### src/stfm_pkg.sv
// Shared types and constants of the scanning threshold fault monitor.
`default_nettype none
package stfm_pkg;

  localparam int unsigned CHAN_W   = 5;
  localparam int unsigned CNT_W    = 4;
  localparam int unsigned LIMIT_W  = 4;
  localparam int unsigned MUX_W    = 4;
  localparam int unsigned AIN_W    = 2;
  localparam int unsigned MUX_WAYS = 16;

  localparam logic [CNT_W-1:0]   COUNT_MAX      = 4'd15;
  localparam logic [LIMIT_W-1:0] TRIP_LIMIT_RST = 4'd10;
  localparam logic [AIN_W-1:0]   AIN_MUX        = 2'd3;
  localparam logic [MUX_W-1:0]   MUX_HOLD       = 4'(MUX_WAYS - 1);

  typedef enum logic [1:0] {
    REQ_SAMPLE = 2'd0,
    REQ_WRITE  = 2'd1,
    REQ_READ   = 2'd2,
    REQ_NONE   = 2'd3
  } stfm_req_e;

  typedef struct packed {
    logic over;
    logic trip;
  } stfm_flags_t;

endpackage
`default_nettype wire

### src/scanning_threshold_fault_monitor_core.sv
// Top level of the scanning threshold fault monitor with per-channel tables in RAM.
//
//   Channel  Handshake                  Payload
//   in       in_valid_i / in_stall_o    req_type_i, channel_i, sample_i, threshold_i
//   out      out_valid_o / out_stall_i  sampled_channel_o ... read_invalid_o
//   config   cfg_we_i                   cfg_wdata_i (trip limit)
//
// One item per cycle unless stalled; each item passes s1, then the result register.
// The channel status RAM is read at acceptance and written back as the item moves
// on to the result register, with the written word forwarded to the item accepted
// in that same cycle at the same address.
// Reset clears the scan pointer and the status valid bits at once and sets the trip
// limit to 10.
// A stalled output holds the result register; one more item may wait behind it.
`default_nettype none
module scanning_threshold_fault_monitor_core
  import stfm_pkg::*;
#(
  parameter int unsigned NUM_CHANNELS = 19,
  parameter int unsigned SAMPLE_BITS  = 10
) (
  input  wire logic                   clk_i,
  input  wire logic                   rst_ni,
  input  wire logic                   cfg_we_i,
  input  wire logic [LIMIT_W-1:0]     cfg_wdata_i,
  input  wire logic                   in_valid_i,
  output logic                        in_stall_o,
  input  wire logic [1:0]             req_type_i,
  input  wire logic [CHAN_W-1:0]      channel_i,
  input  wire logic [SAMPLE_BITS-1:0] sample_i,
  input  wire logic [SAMPLE_BITS-1:0] threshold_i,
  output logic                        out_valid_o,
  input  wire logic                   out_stall_i,
  output logic      [CHAN_W-1:0]      sampled_channel_o,
  output logic                        over_threshold_o,
  output logic                        trip_o,
  output logic                        scan_done_o,
  output logic      [CHAN_W-1:0]      next_channel_o,
  output logic      [MUX_W-1:0]       mux_channel_o,
  output logic      [AIN_W-1:0]       analog_input_o,
  output logic      [SAMPLE_BITS-1:0] read_value_o,
  output logic                        read_ready_o,
  output logic                        read_invalid_o
);

  localparam int unsigned AW     = $clog2(NUM_CHANNELS);
  localparam int unsigned STAT_W = SAMPLE_BITS + CNT_W + 1;

  logic [LIMIT_W-1:0]      trip_limit_q;
  logic [AW-1:0]           ptr_q, ptr_d;
  logic [NUM_CHANNELS-1:0] stat_vld_q;

  stfm_req_e               in_req;
  logic                    in_acc, in_range, in_is_smp, rd_en;
  logic [AW-1:0]           rd_addr, ptr_inc;
  logic                    wrap, ent_vld, fwd_hit;

  logic                    s1_valid_q;
  stfm_req_e               s1_req_q;
  logic [AW-1:0]           s1_addr_q;
  logic [SAMPLE_BITS-1:0]  s1_sample_q;
  logic                    s1_range_q, s1_done_q, s1_ent_vld_q, s1_fwd_q;
  logic [AW-1:0]           s1_next_q;
  logic [STAT_W-1:0]       s1_fwd_data_q;
  logic                    s1_adv, wb_en;

  logic [STAT_W-1:0]       stat_rdata, stat_cur, stat_new;
  logic [SAMPLE_BITS-1:0]  limit_rdata;
  logic [CNT_W-1:0]        cnt_new;
  logic                    rdy_new;
  stfm_flags_t             flags;

  logic [CHAN_W-1:0]       next_ch;

  logic [CHAN_W-1:0]       res_ch_d;
  logic                    res_over_d, res_trip_d, res_done_d;
  logic [MUX_W-1:0]        res_mux_d;
  logic [AIN_W-1:0]        res_ain_d;
  logic [SAMPLE_BITS-1:0]  res_rval_d;
  logic                    res_rrdy_d, res_rinv_d;

  assign in_req    = stfm_req_e'(req_type_i);
  assign in_range  = channel_i < CHAN_W'(NUM_CHANNELS);
  assign in_is_smp = in_req == REQ_SAMPLE;
  assign s1_adv    = !out_valid_o || !out_stall_i;
  assign in_stall_o = s1_valid_q && !s1_adv;
  assign in_acc    = in_valid_i && !in_stall_o;
  assign wb_en     = s1_valid_q && s1_adv && (s1_req_q == REQ_SAMPLE);

  assign rd_addr = in_is_smp ? ptr_q : channel_i[AW-1:0];
  assign rd_en   = in_acc && (in_is_smp || ((in_req == REQ_READ) && in_range));
  assign wrap    = ptr_q == AW'(NUM_CHANNELS - 1);
  assign ptr_inc = wrap ? '0 : ptr_q + AW'(1);
  assign ptr_d   = (in_acc && in_is_smp) ? ptr_inc : ptr_q;
  assign fwd_hit = wb_en && (s1_addr_q == rd_addr);

  always_comb begin
    ent_vld = 1'b0;
    if (in_is_smp || in_range) begin
      ent_vld = stat_vld_q[rd_addr];
    end
  end

  stfm_ram #(
    .WIDTH(SAMPLE_BITS),
    .DEPTH(NUM_CHANNELS)
  ) u_limit_ram (
    .clk_i  (clk_i),
    .we_i   (in_acc && (in_req == REQ_WRITE) && in_range),
    .waddr_i(channel_i[AW-1:0]),
    .wdata_i(threshold_i),
    .re_i   (in_acc && in_is_smp),
    .raddr_i(ptr_q),
    .rdata_o(limit_rdata)
  );

  stfm_ram #(
    .WIDTH(STAT_W),
    .DEPTH(NUM_CHANNELS)
  ) u_stat_ram (
    .clk_i  (clk_i),
    .we_i   (wb_en),
    .waddr_i(s1_addr_q),
    .wdata_i(stat_new),
    .re_i   (rd_en),
    .raddr_i(rd_addr),
    .rdata_o(stat_rdata)
  );

  always_comb begin
    if (s1_fwd_q) begin
      stat_cur = s1_fwd_data_q;
    end else if (s1_ent_vld_q) begin
      stat_cur = stat_rdata;
    end else begin
      stat_cur = '0;
    end
  end

  stfm_update #(
    .SAMPLE_BITS(SAMPLE_BITS)
  ) u_update (
    .sample_i    (s1_sample_q),
    .limit_i     (limit_rdata),
    .cnt_i       (stat_cur[CNT_W:1]),
    .rdy_i       (stat_cur[0]),
    .trip_limit_i(trip_limit_q),
    .cnt_o       (cnt_new),
    .rdy_o       (rdy_new),
    .flags_o     (flags)
  );

  assign stat_new = {s1_sample_q, cnt_new, rdy_new};
  assign next_ch  = CHAN_W'(s1_next_q);

  always_comb begin
    res_ch_d   = '0;
    res_over_d = 1'b0;
    res_trip_d = 1'b0;
    res_done_d = 1'b0;
    res_rval_d = '0;
    res_rrdy_d = 1'b0;
    res_rinv_d = 1'b0;
    if (next_ch < CHAN_W'(MUX_WAYS)) begin
      res_mux_d = next_ch[MUX_W-1:0];
      res_ain_d = AIN_MUX;
    end else begin
      res_mux_d = MUX_HOLD;
      res_ain_d = AIN_W'(next_ch - CHAN_W'(MUX_WAYS));
    end
    case (s1_req_q)
      REQ_SAMPLE: begin
        res_ch_d   = CHAN_W'(s1_addr_q);
        res_over_d = flags.over;
        res_trip_d = flags.trip;
        res_done_d = s1_done_q;
      end
      REQ_WRITE: begin
        res_rinv_d = !s1_range_q;
      end
      REQ_READ: begin
        res_rinv_d = !s1_range_q;
        if (s1_range_q) begin
          res_rval_d = stat_cur[STAT_W-1 -: SAMPLE_BITS];
          res_rrdy_d = stat_cur[0];
        end
      end
      default: begin
      end
    endcase
  end

  always_ff @(posedge clk_i or negedge rst_ni) begin
    if (!rst_ni) begin
      trip_limit_q <= TRIP_LIMIT_RST;
      ptr_q        <= '0;
      stat_vld_q   <= '0;
      s1_valid_q   <= 1'b0;
      out_valid_o  <= 1'b0;
    end else begin
      if (cfg_we_i) begin
        trip_limit_q <= cfg_wdata_i;
      end
      ptr_q <= ptr_d;
      if (wb_en) begin
        stat_vld_q[s1_addr_q] <= 1'b1;
      end
      if (in_acc) begin
        s1_valid_q <= 1'b1;
      end else if (s1_adv) begin
        s1_valid_q <= 1'b0;
      end
      if (s1_adv) begin
        out_valid_o <= s1_valid_q;
      end
    end
  end

  always_ff @(posedge clk_i) begin
    if (in_acc) begin
      s1_req_q      <= in_req;
      s1_addr_q     <= rd_addr;
      s1_sample_q   <= sample_i;
      s1_range_q    <= in_range;
      s1_done_q     <= in_is_smp && wrap;
      s1_next_q     <= ptr_d;
      s1_ent_vld_q  <= ent_vld;
      s1_fwd_q      <= fwd_hit;
      s1_fwd_data_q <= stat_new;
    end
    if (s1_adv && s1_valid_q) begin
      sampled_channel_o <= res_ch_d;
      over_threshold_o  <= res_over_d;
      trip_o            <= res_trip_d;
      scan_done_o       <= res_done_d;
      next_channel_o    <= next_ch;
      mux_channel_o     <= res_mux_d;
      analog_input_o    <= res_ain_d;
      read_value_o      <= res_rval_d;
      read_ready_o      <= res_rrdy_d;
      read_invalid_o    <= res_rinv_d;
    end
  end

endmodule
`default_nettype wire

### src/stfm_ram.sv
// Generic single-write, single-read RAM with a registered read port.
`default_nettype none
module stfm_ram #(
  parameter int unsigned WIDTH = 8,
  parameter int unsigned DEPTH = 16
) (
  input  wire logic                     clk_i,
  input  wire logic                     we_i,
  input  wire logic [$clog2(DEPTH)-1:0] waddr_i,
  input  wire logic [WIDTH-1:0]         wdata_i,
  input  wire logic                     re_i,
  input  wire logic [$clog2(DEPTH)-1:0] raddr_i,
  output logic      [WIDTH-1:0]         rdata_o
);

  logic [WIDTH-1:0] mem_q [DEPTH];

  always_ff @(posedge clk_i) begin
    if (we_i) begin
      mem_q[waddr_i] <= wdata_i;
    end
    if (re_i) begin
      rdata_o <= mem_q[raddr_i];
    end
  end

endmodule
`default_nettype wire

### src/stfm_update.sv
// Strike counter and ready flag update for one conversion sample.
`default_nettype none
module stfm_update
  import stfm_pkg::*;
#(
  parameter int unsigned SAMPLE_BITS = 10
) (
  input  wire logic [SAMPLE_BITS-1:0] sample_i,
  input  wire logic [SAMPLE_BITS-1:0] limit_i,
  input  wire logic [CNT_W-1:0]       cnt_i,
  input  wire logic                   rdy_i,
  input  wire logic [LIMIT_W-1:0]     trip_limit_i,
  output logic      [CNT_W-1:0]       cnt_o,
  output logic                        rdy_o,
  output stfm_flags_t                 flags_o
);

  logic [CNT_W-1:0] cnt_inc;

  always_comb begin
    cnt_inc = (cnt_i < COUNT_MAX) ? cnt_i + CNT_W'(1) : COUNT_MAX;
    flags_o = '0;
    cnt_o   = '0;
    rdy_o   = rdy_i;
    if (sample_i > limit_i) begin
      flags_o.over = 1'b1;
      if (cnt_inc > trip_limit_i) begin
        flags_o.trip = 1'b1;
      end else begin
        cnt_o = cnt_inc;
      end
    end else begin
      rdy_o = 1'b1;
    end
  end

endmodule
`default_nettype wire
### config.mk
export PLATFORM = sky130hd
export DESIGN_NAME = scanning_threshold_fault_monitor_core
export DESIGN_NICKNAME = d
export VERILOG_FILES = /design/src/stfm_pkg.sv /design/src/scanning_threshold_fault_monitor_core.sv /design/src/stfm_ram.sv /design/src/stfm_update.sv
export SDC_FILE = /design/constraint.sdc
export NUM_CORES = 1
export LEC_CHECK = 0
export ABC_AREA = 1
export ABC_CLOCK_PERIOD_IN_PS = 4100
export BUFFER_PORTS_ARGS = -buffer_cell sky130_fd_sc_hd__buf_2
export CAP_MARGIN = 20
export CORE_ASPECT_RATIO = 1.2
export CORE_MARGIN = 2
export CORE_UTILIZATION = 45
export CTS_BUF_LIST = sky130_fd_sc_hd__clkbuf_8 sky130_fd_sc_hd__clkbuf_16
export CTS_CLUSTER_DIAMETER = 60
export CTS_CLUSTER_SIZE = 14
export DETAILED_ROUTE_END_ITERATION = 7
export PLACE_DENSITY = 0.61
export SETUP_SLACK_MARGIN = 0.5
export SYNTH_ARGS = -nofsm -noshare
export SYNTH_HDL_FRONTEND = slang
export SYNTH_SLANG_ARGS = --single-unit
### constraint.sdc
create_clock -name clk_i -period 4.1 [get_ports clk_i]
set_input_delay 0.205 -clock clk_i [delete_from_list [all_inputs] [get_ports clk_i]]
set_output_delay 0.205 -clock clk_i [all_outputs]
set_load 0.01 [all_outputs]
; ---- Word level (Yosys, flattened, before mapping)
; Memories as Yosys holds them, arrays and structs flattened. A register that Yosys moved wholly into a read port is not among the register bits.
; Index checks and enable logic that the tools add are counted.
; W data, S select, Z words.
[word_totals]
register_bits = 102
ramBits = 475
inputBits = 36
wordCells = 91
mem_count = 2
[mem_list]
columns = name, depth, word_bits, rd, rd_ports_with_merged_regs, write_ports, line
row1 = u_stat_ram.mem_q, 19, 15, 1, 1, 1, stfm_ram.sv:16  ; logic [WIDTH-1:0] mem_q [DEPTH];
row2 = u_limit_ram.mem_q, 19, 10, 1, 1, 1, stfm_ram.sv:16
[classes]
add_sub_neg = 3
n_lt_le_gt_ge = 8
n_eq_ne = 6
n_mux = 21
n_bitwise = 1
reduce_logical = 26
[ops]
columns = cell, n
row1 = $mux W15, 2
row2 = $or A19 B19 Y19, 1
row3 = $mux W5, 3
row4 = $logic_and A1 B1 Y1, 12
row5 = $lt A5 B6 Y1 const B, 2
row6 = $mux W4, 3
row7 = $gt A10 B10 Y1, 1
row8 = $lt A5 B5 Y1 const B, 2
row9 = $mux W1, 10
row10 = $add A5 B1 Y5 const B, 1
row11 = $bmux W1 S5, 1
row12 = $demux W1 S5, 1
row13 = $eq A5 B5 Y1, 1
row14 = $eq A5 B5 Y1 const B, 1
row15 = $ge A5 B1 Y1 const B, 1
row16 = $logic_not A1 Y1, 5
row17 = $add A4 B1 Y4 const B, 1
row18 = $eq A2 B1 Y1 const B, 2
row19 = $eq A2 B2 Y1 const B, 2
row20 = $gt A4 B4 Y1, 1
row21 = $logic_not A2 Y1, 2
row22 = $lt A4 B4 Y1 const B, 1
row23 = $reduce_and A2 Y1, 2
row24 = $logic_or A1 B1 Y1, 3
row25 = other kinds (4), 4

; ---- Logic depth before layout (Yosys ltp)
[logic_depth]
depth_word = 10
depth_mapped = 17
mapped_depth_nobuf = 16

; ---- Hierarchy
; From an unflattened synthesis, not the netlist that was laid out.
[unflattened]
cells_unflattened = 2384
hier_area_um2 = 25852.3
[by_module_without_submodules]
columns = mod, instances, cells_per_inst, area_each_um2, seq_area_each_um2
row1 = stfm_ram at u_stat_ram, 1, 1160, 12653.4, 9008.6
row2 = stfm_ram at u_limit_ram, 1, 784, 8508.2, 6005.8
row3 = scanning_threshold_fault_monitor_core, 1, 353, 4140.2, 2915.3
row4 = stfm_update, 1, 87, 550.5, 0.0

; ---- Worst setup path before layout
; Ideal clock, no wire load.
[synth_timing]
kind = reg2reg
from = register out_valid_o
to = memory u_stat_ram.mem_q[16][0] (netlist name) (enable)
arrival_ns = 3.326
required_ns = 3.693
slack_ns = 0.367
stages_incl_launch_ff = 6
period_less_slack_ns = 3.733
cell_sequence = dfrtp_1 nand2_1 inv_1 nor2_1 nand2_1 nor3_1
[synth_between]
elab_chain_cells = 6
[synth_rtl]
columns = item, line
row1 = "start, declared", scanning_threshold_fault_monitor_core.sv:32  ; output logic out_valid_o,
row2 = "start signal, assigned", scanning_threshold_fault_monitor_core.sv:214  ; out_valid_o <= s1_valid_q;
row3 = $logic_not A1 Y1, scanning_threshold_fault_monitor_core.sv:85  ; assign s1_adv = !out_valid_o || !out_stall_i;
row4 = $logic_or A1 B1 Y1, scanning_threshold_fault_monitor_core.sv:85
row5 = $logic_and A1 B1 Y1 (2 in a row), scanning_threshold_fault_monitor_core.sv:88  ; assign wb_en = s1_valid_q && s1_adv && (s1_req_q == REQ_SAMPLE);
row6 = $mux W1, stfm_ram.sv:19  ; if (we_i) begin
row7 = $mux W1 (implied by the code), stfm_ram.sv:20  ; mem_q[waddr_i] <= wdata_i;
row8 = "end, declared", stfm_ram.sv:16
; Every way passes these cells.

; ---- Worst setup path after layout
[layout_timing]
from = register s1_sample_q[6]
to = memory u_stat_ram.mem_q[3][0] (netlist name) (data pin)
[layout_between]
elab_chain_cells = 2
[layout_rtl]
columns = item, line
row1 = "start, declared", scanning_threshold_fault_monitor_core.sv:61  ; logic [SAMPLE_BITS-1:0] s1_sample_q;
row2 = "start signal, assigned", scanning_threshold_fault_monitor_core.sv:223  ; s1_sample_q <= sample_i;
row3 = $gt A10 B10 Y1, stfm_update.sv:25  ; if (sample_i > limit_i) begin
row4 = $mux W1, stfm_update.sv:25
row5 = named net rdy_new, scanning_threshold_fault_monitor_core.sv:70  ; logic rdy_new;
; The timed path passes the listed nets, and every way through them passes these cells.

==> metrics.md <==
| Metric | Value |
|---|---|
| Final setup vio count | 0 |
| PnR Total Power | 14.2 mW |
| Multi-input logic area | 5640 sq um |
| Reg-to-reg startpoint | s1_sample_q[6] |
| Synth cell count leaders | 572 x edfxtp_1, 388 x nand2_1, 334 x nand3_1 |
| Slew Limit Headroom | 33.7% |
| Largest cells by area after synthesis | edfxtp_1 68%, nand3_1 6.6%, nand2_1 5.8% |
| Area Growth Syn to Fin | 12.2% |
| Detailed-route via count | 16800 |
| Final hold vios | 0 |
| Leakage power | 11.1 nW |
| Clock slew at reported path FFs | 0.07 ns |
| CTS buffer count | 50 |
| Worst min path class | primary input to register |
| Row count | 95 |
| Sw Share | 29.0% |
| Layout cells sized above 1 | 9.15% |
| Final Cycle Share | 73.7% |
| Final cell count without fillers | 3077 |
| H-Tree Depth | 2 |
| Vias in the first global route | 16400 |
| Flop pwr share | 50.5% |
| Clk root buf | clkbuf_16 |
| Starting Density | 45.3% |
| Average cell area after synthesis | 11.3 sq um |
| Synth async-reset ratio | 4.98% |
| Storage cell area | 17900 sq um |
| NumNets Final | 2374 |
| CP Max Fanout | 21 |
| Clk_lat worst skew | 0.62 ns |
| Critical path type | register to register |
| Post-Syn Nets | 2275 |
| Mapped Area | 25200 sq um |
| Final WS setup | 1.08 ns |
| Setup TNS | 0 ns |
| P_sw | 4.11 mW |
| Setup crit end kind | register |
| Buffers on Ports | 68 |
| Placer Congestion | 0.876 |
| Drt pass-1 iters | 5 |
| Core area | 55600 sq um |
| Wire per inst | 22.1 um |
| Tot GR Track Use | 23.8% |
| Final Cell Area | 28300 sq um |
| Max-cap viol count | 0 |
| Peak supply drop | 399 uV |
| First-pass GRT wire length | 102000 um |
| CTS tree | yes |
| Postcts setup bufs | 0 |
| Most common cell in the netlist | edfxtp_1 |
| Cell variety after synth | 42 |
| Critical Path AT | 3.14 ns |
| Final ANT Viol Nets | 0 |
| Die Area | 57900 sq um |
| RSZ-0062 raised after global routing | no |
| Worst path required time | 4.22 ns |
| Post-DP Area | 26600 sq um |
| Outcome | finished, final reports clean |
| Crit start category | register |
| Sink Count | 602 |
| Die Height | 263 um |
| Post-Place Worst Slack | 1.15 ns |
| DRC violations left | 0 |
| Min cycle time layout | 3.02 ns |
| Internal | 10.1 mW |
| Dpl hpwl | 40800 um |
| Drt first-iter violations | 1590 |
| Die X | 220 um |
| Final clock skew | 0.0350 ns |
| WL final | 67900 um |
| Mapped Cells | 2220 |
| Final slew viol count | 0 |
| Initial antenna violation count | 0 |
| IO Pins | 69 |
| Yosys warns | 0 |
| Vias per cell | 5.46 |
| Worst slew pin tran | 0.990 ns |
| Top cell type's share of synthesized area | 68.2% |
| Critical path origin | s1_sample_q[6] |
| PD cells | 502 nW/um^2 |
| Fill cells | 4810 |
| Largest net degree at the start of global routing | 95 |
| Synth Flop Type | edfxtp_1 |
| Synth area leader | edfxtp_1 |
| Fmax | 331 MHz |
| Post-synth EDFFs | 572 |
| Seq/Total Area, Yosys | 71.2% |
| Placed Instances | 2968 |
| Clock Power Share | 31.5% |
| Congestion Overflow GR | 0 |
| Hold Startpoint | threshold_i[2] |
| Logic gate share of total power | 18.1% |
| Clock buffer depth | 3 |
| Yosys reg bits | 602 |
[per-layer routing]
| metal | up-vias | track usage (%) | wire, um |
|---|---|---|---|
| met5 | - | 0 | 0 |
| met4 | 0 | 9.00 | 2770 |
| met3 | 164 | 4.30 | 4860 |
| met2 | 638 | 40.3 | 33800 |
| met1 | 8254 | 30.2 | 26400 |
| li1 | 7746 | - | - |
[flip-flops by register name, summed over array words and instances, names as in the netlist, 4 cells and up]
| signal | cells |
|---|---|
| s1_sample_q | 10 |
| ptr_q | 5 |
| stat_vld_q | 19 |
| read_value_o | 10 |
| u_limit_ram.mem_q | 190 |
| u_stat_ram.rdata_o | 15 |
| sampled_channel_o | 5 |
| mux_channel_o | 4 |
| trip_limit_q | 4 |
| u_limit_ram.rdata_o | 10 |
| next_channel_o | 5 |
| u_stat_ram.mem_q | 285 |
| s1_fwd_data_q | 15 |
| s1_addr_q | 5 |
| next_ch | 5 |
[path summary, 6_finish.rpt]
path                                                 to  slack (ns)  cells after the start
worst max-delay path             u_stat_ram.mem_q[3][0]        1.08                      6
min in group asynchronous                stat_vld_q[16]        0.20                      2
worst min-delay path            u_limit_ram.mem_q[2][2]        0.03                      1
worst max register to register   u_stat_ram.mem_q[3][0]        1.08                      6
max in group asynchronous                      ptr_q[0]        3.40                      2
worst min register to register        next_channel_o[0]        0.46                      0
[logic make-up (layout without fill, tap and decap cells)]
| logic type | after synthesis | count (layout) | synth area share [%] |
|---|---|---|---|
| adders and majority gates | 19 | 19 | 0.944 |
| and+or+nand+nor | 947 | 947 | 16.0 |
| other | 0 | 1 | 0 |
| muxes | 1 | 1 | 0.0447 |
| DFF | 602 | 602 | 71.2 |
| buffers and inverters | 426 | 555 | 6.67 |
| xor gates and xnor gates | 2 | 2 | 0.0695 |
| AOI/OAI and AO/OA | 223 | 223 | 5.06 |
[final cells by class]
cell class	count	area share [%]
diodes	1	0.00885
clock buffers	50	4.43
clock inverters	32	0.708
inverters	319	4.24
multi-input cells	1192	20.0
flip-flops and latches	602	63.4
well taps	727	3.22
repair buffers	154	4.03
[placed cells by master (no fill, tap or decap), types with 4 or more instances in the layout]
cell	count
o211ai_1	17
or2_2	6
ha_1	19
buf_12	7
nand3_1	334
nor3_1	8
o22ai_1	10
inv_1	333
nor2_1	197
dlygate4sd3_1	26
clkinv_1	5
a21oi_1	38
o31a_1	10
a41oi_1	10
clkinv_2	4
nand4_1	4
buf_4	53
inv_2	4
edfxtp_1	572
clkbuf_16	50
o21ai_0	127
buf_2	68
dfrtp_1	27
nand2_1	385
[per-stage QoR]
step / hold slack [ns] / utilization (%)
after floorplan: -0.0906 / -
after global placement: 0.281 / 47.7
after detailed placement: 0.294 / 47.7
after CTS: 0.0119 / 50.8
after global routing: 0.0219 / 50.8
final: 0.0310 / 50.8
[power by group through the flow]
stage	registers, mW	clock network [mW]	logic, mW
floorplan	7.25	0	1.61
global placement	7.29	0	2.49
detailed placement	7.30	0	2.53
CTS	7.16	4.54	2.56
global route	7.18	4.78	2.82
finish	7.16	4.47	2.56
[worst max-delay path: stages, from the launching register on]
cell	delay [ns]
edfxtp_1	0.72
ha_1	0.44
nand4_1	0.15
nor3_1	0.24
o21ai_0	0.13
o211ai_1	0.19
nand3_1	0.63
[what timing repair did]
item,4_1_cts,5_1_grt
hold endpoints to repair,46,0
gates resized for setup,0,0
hold buffers,26,0
(Power assumes the default switching activity.)
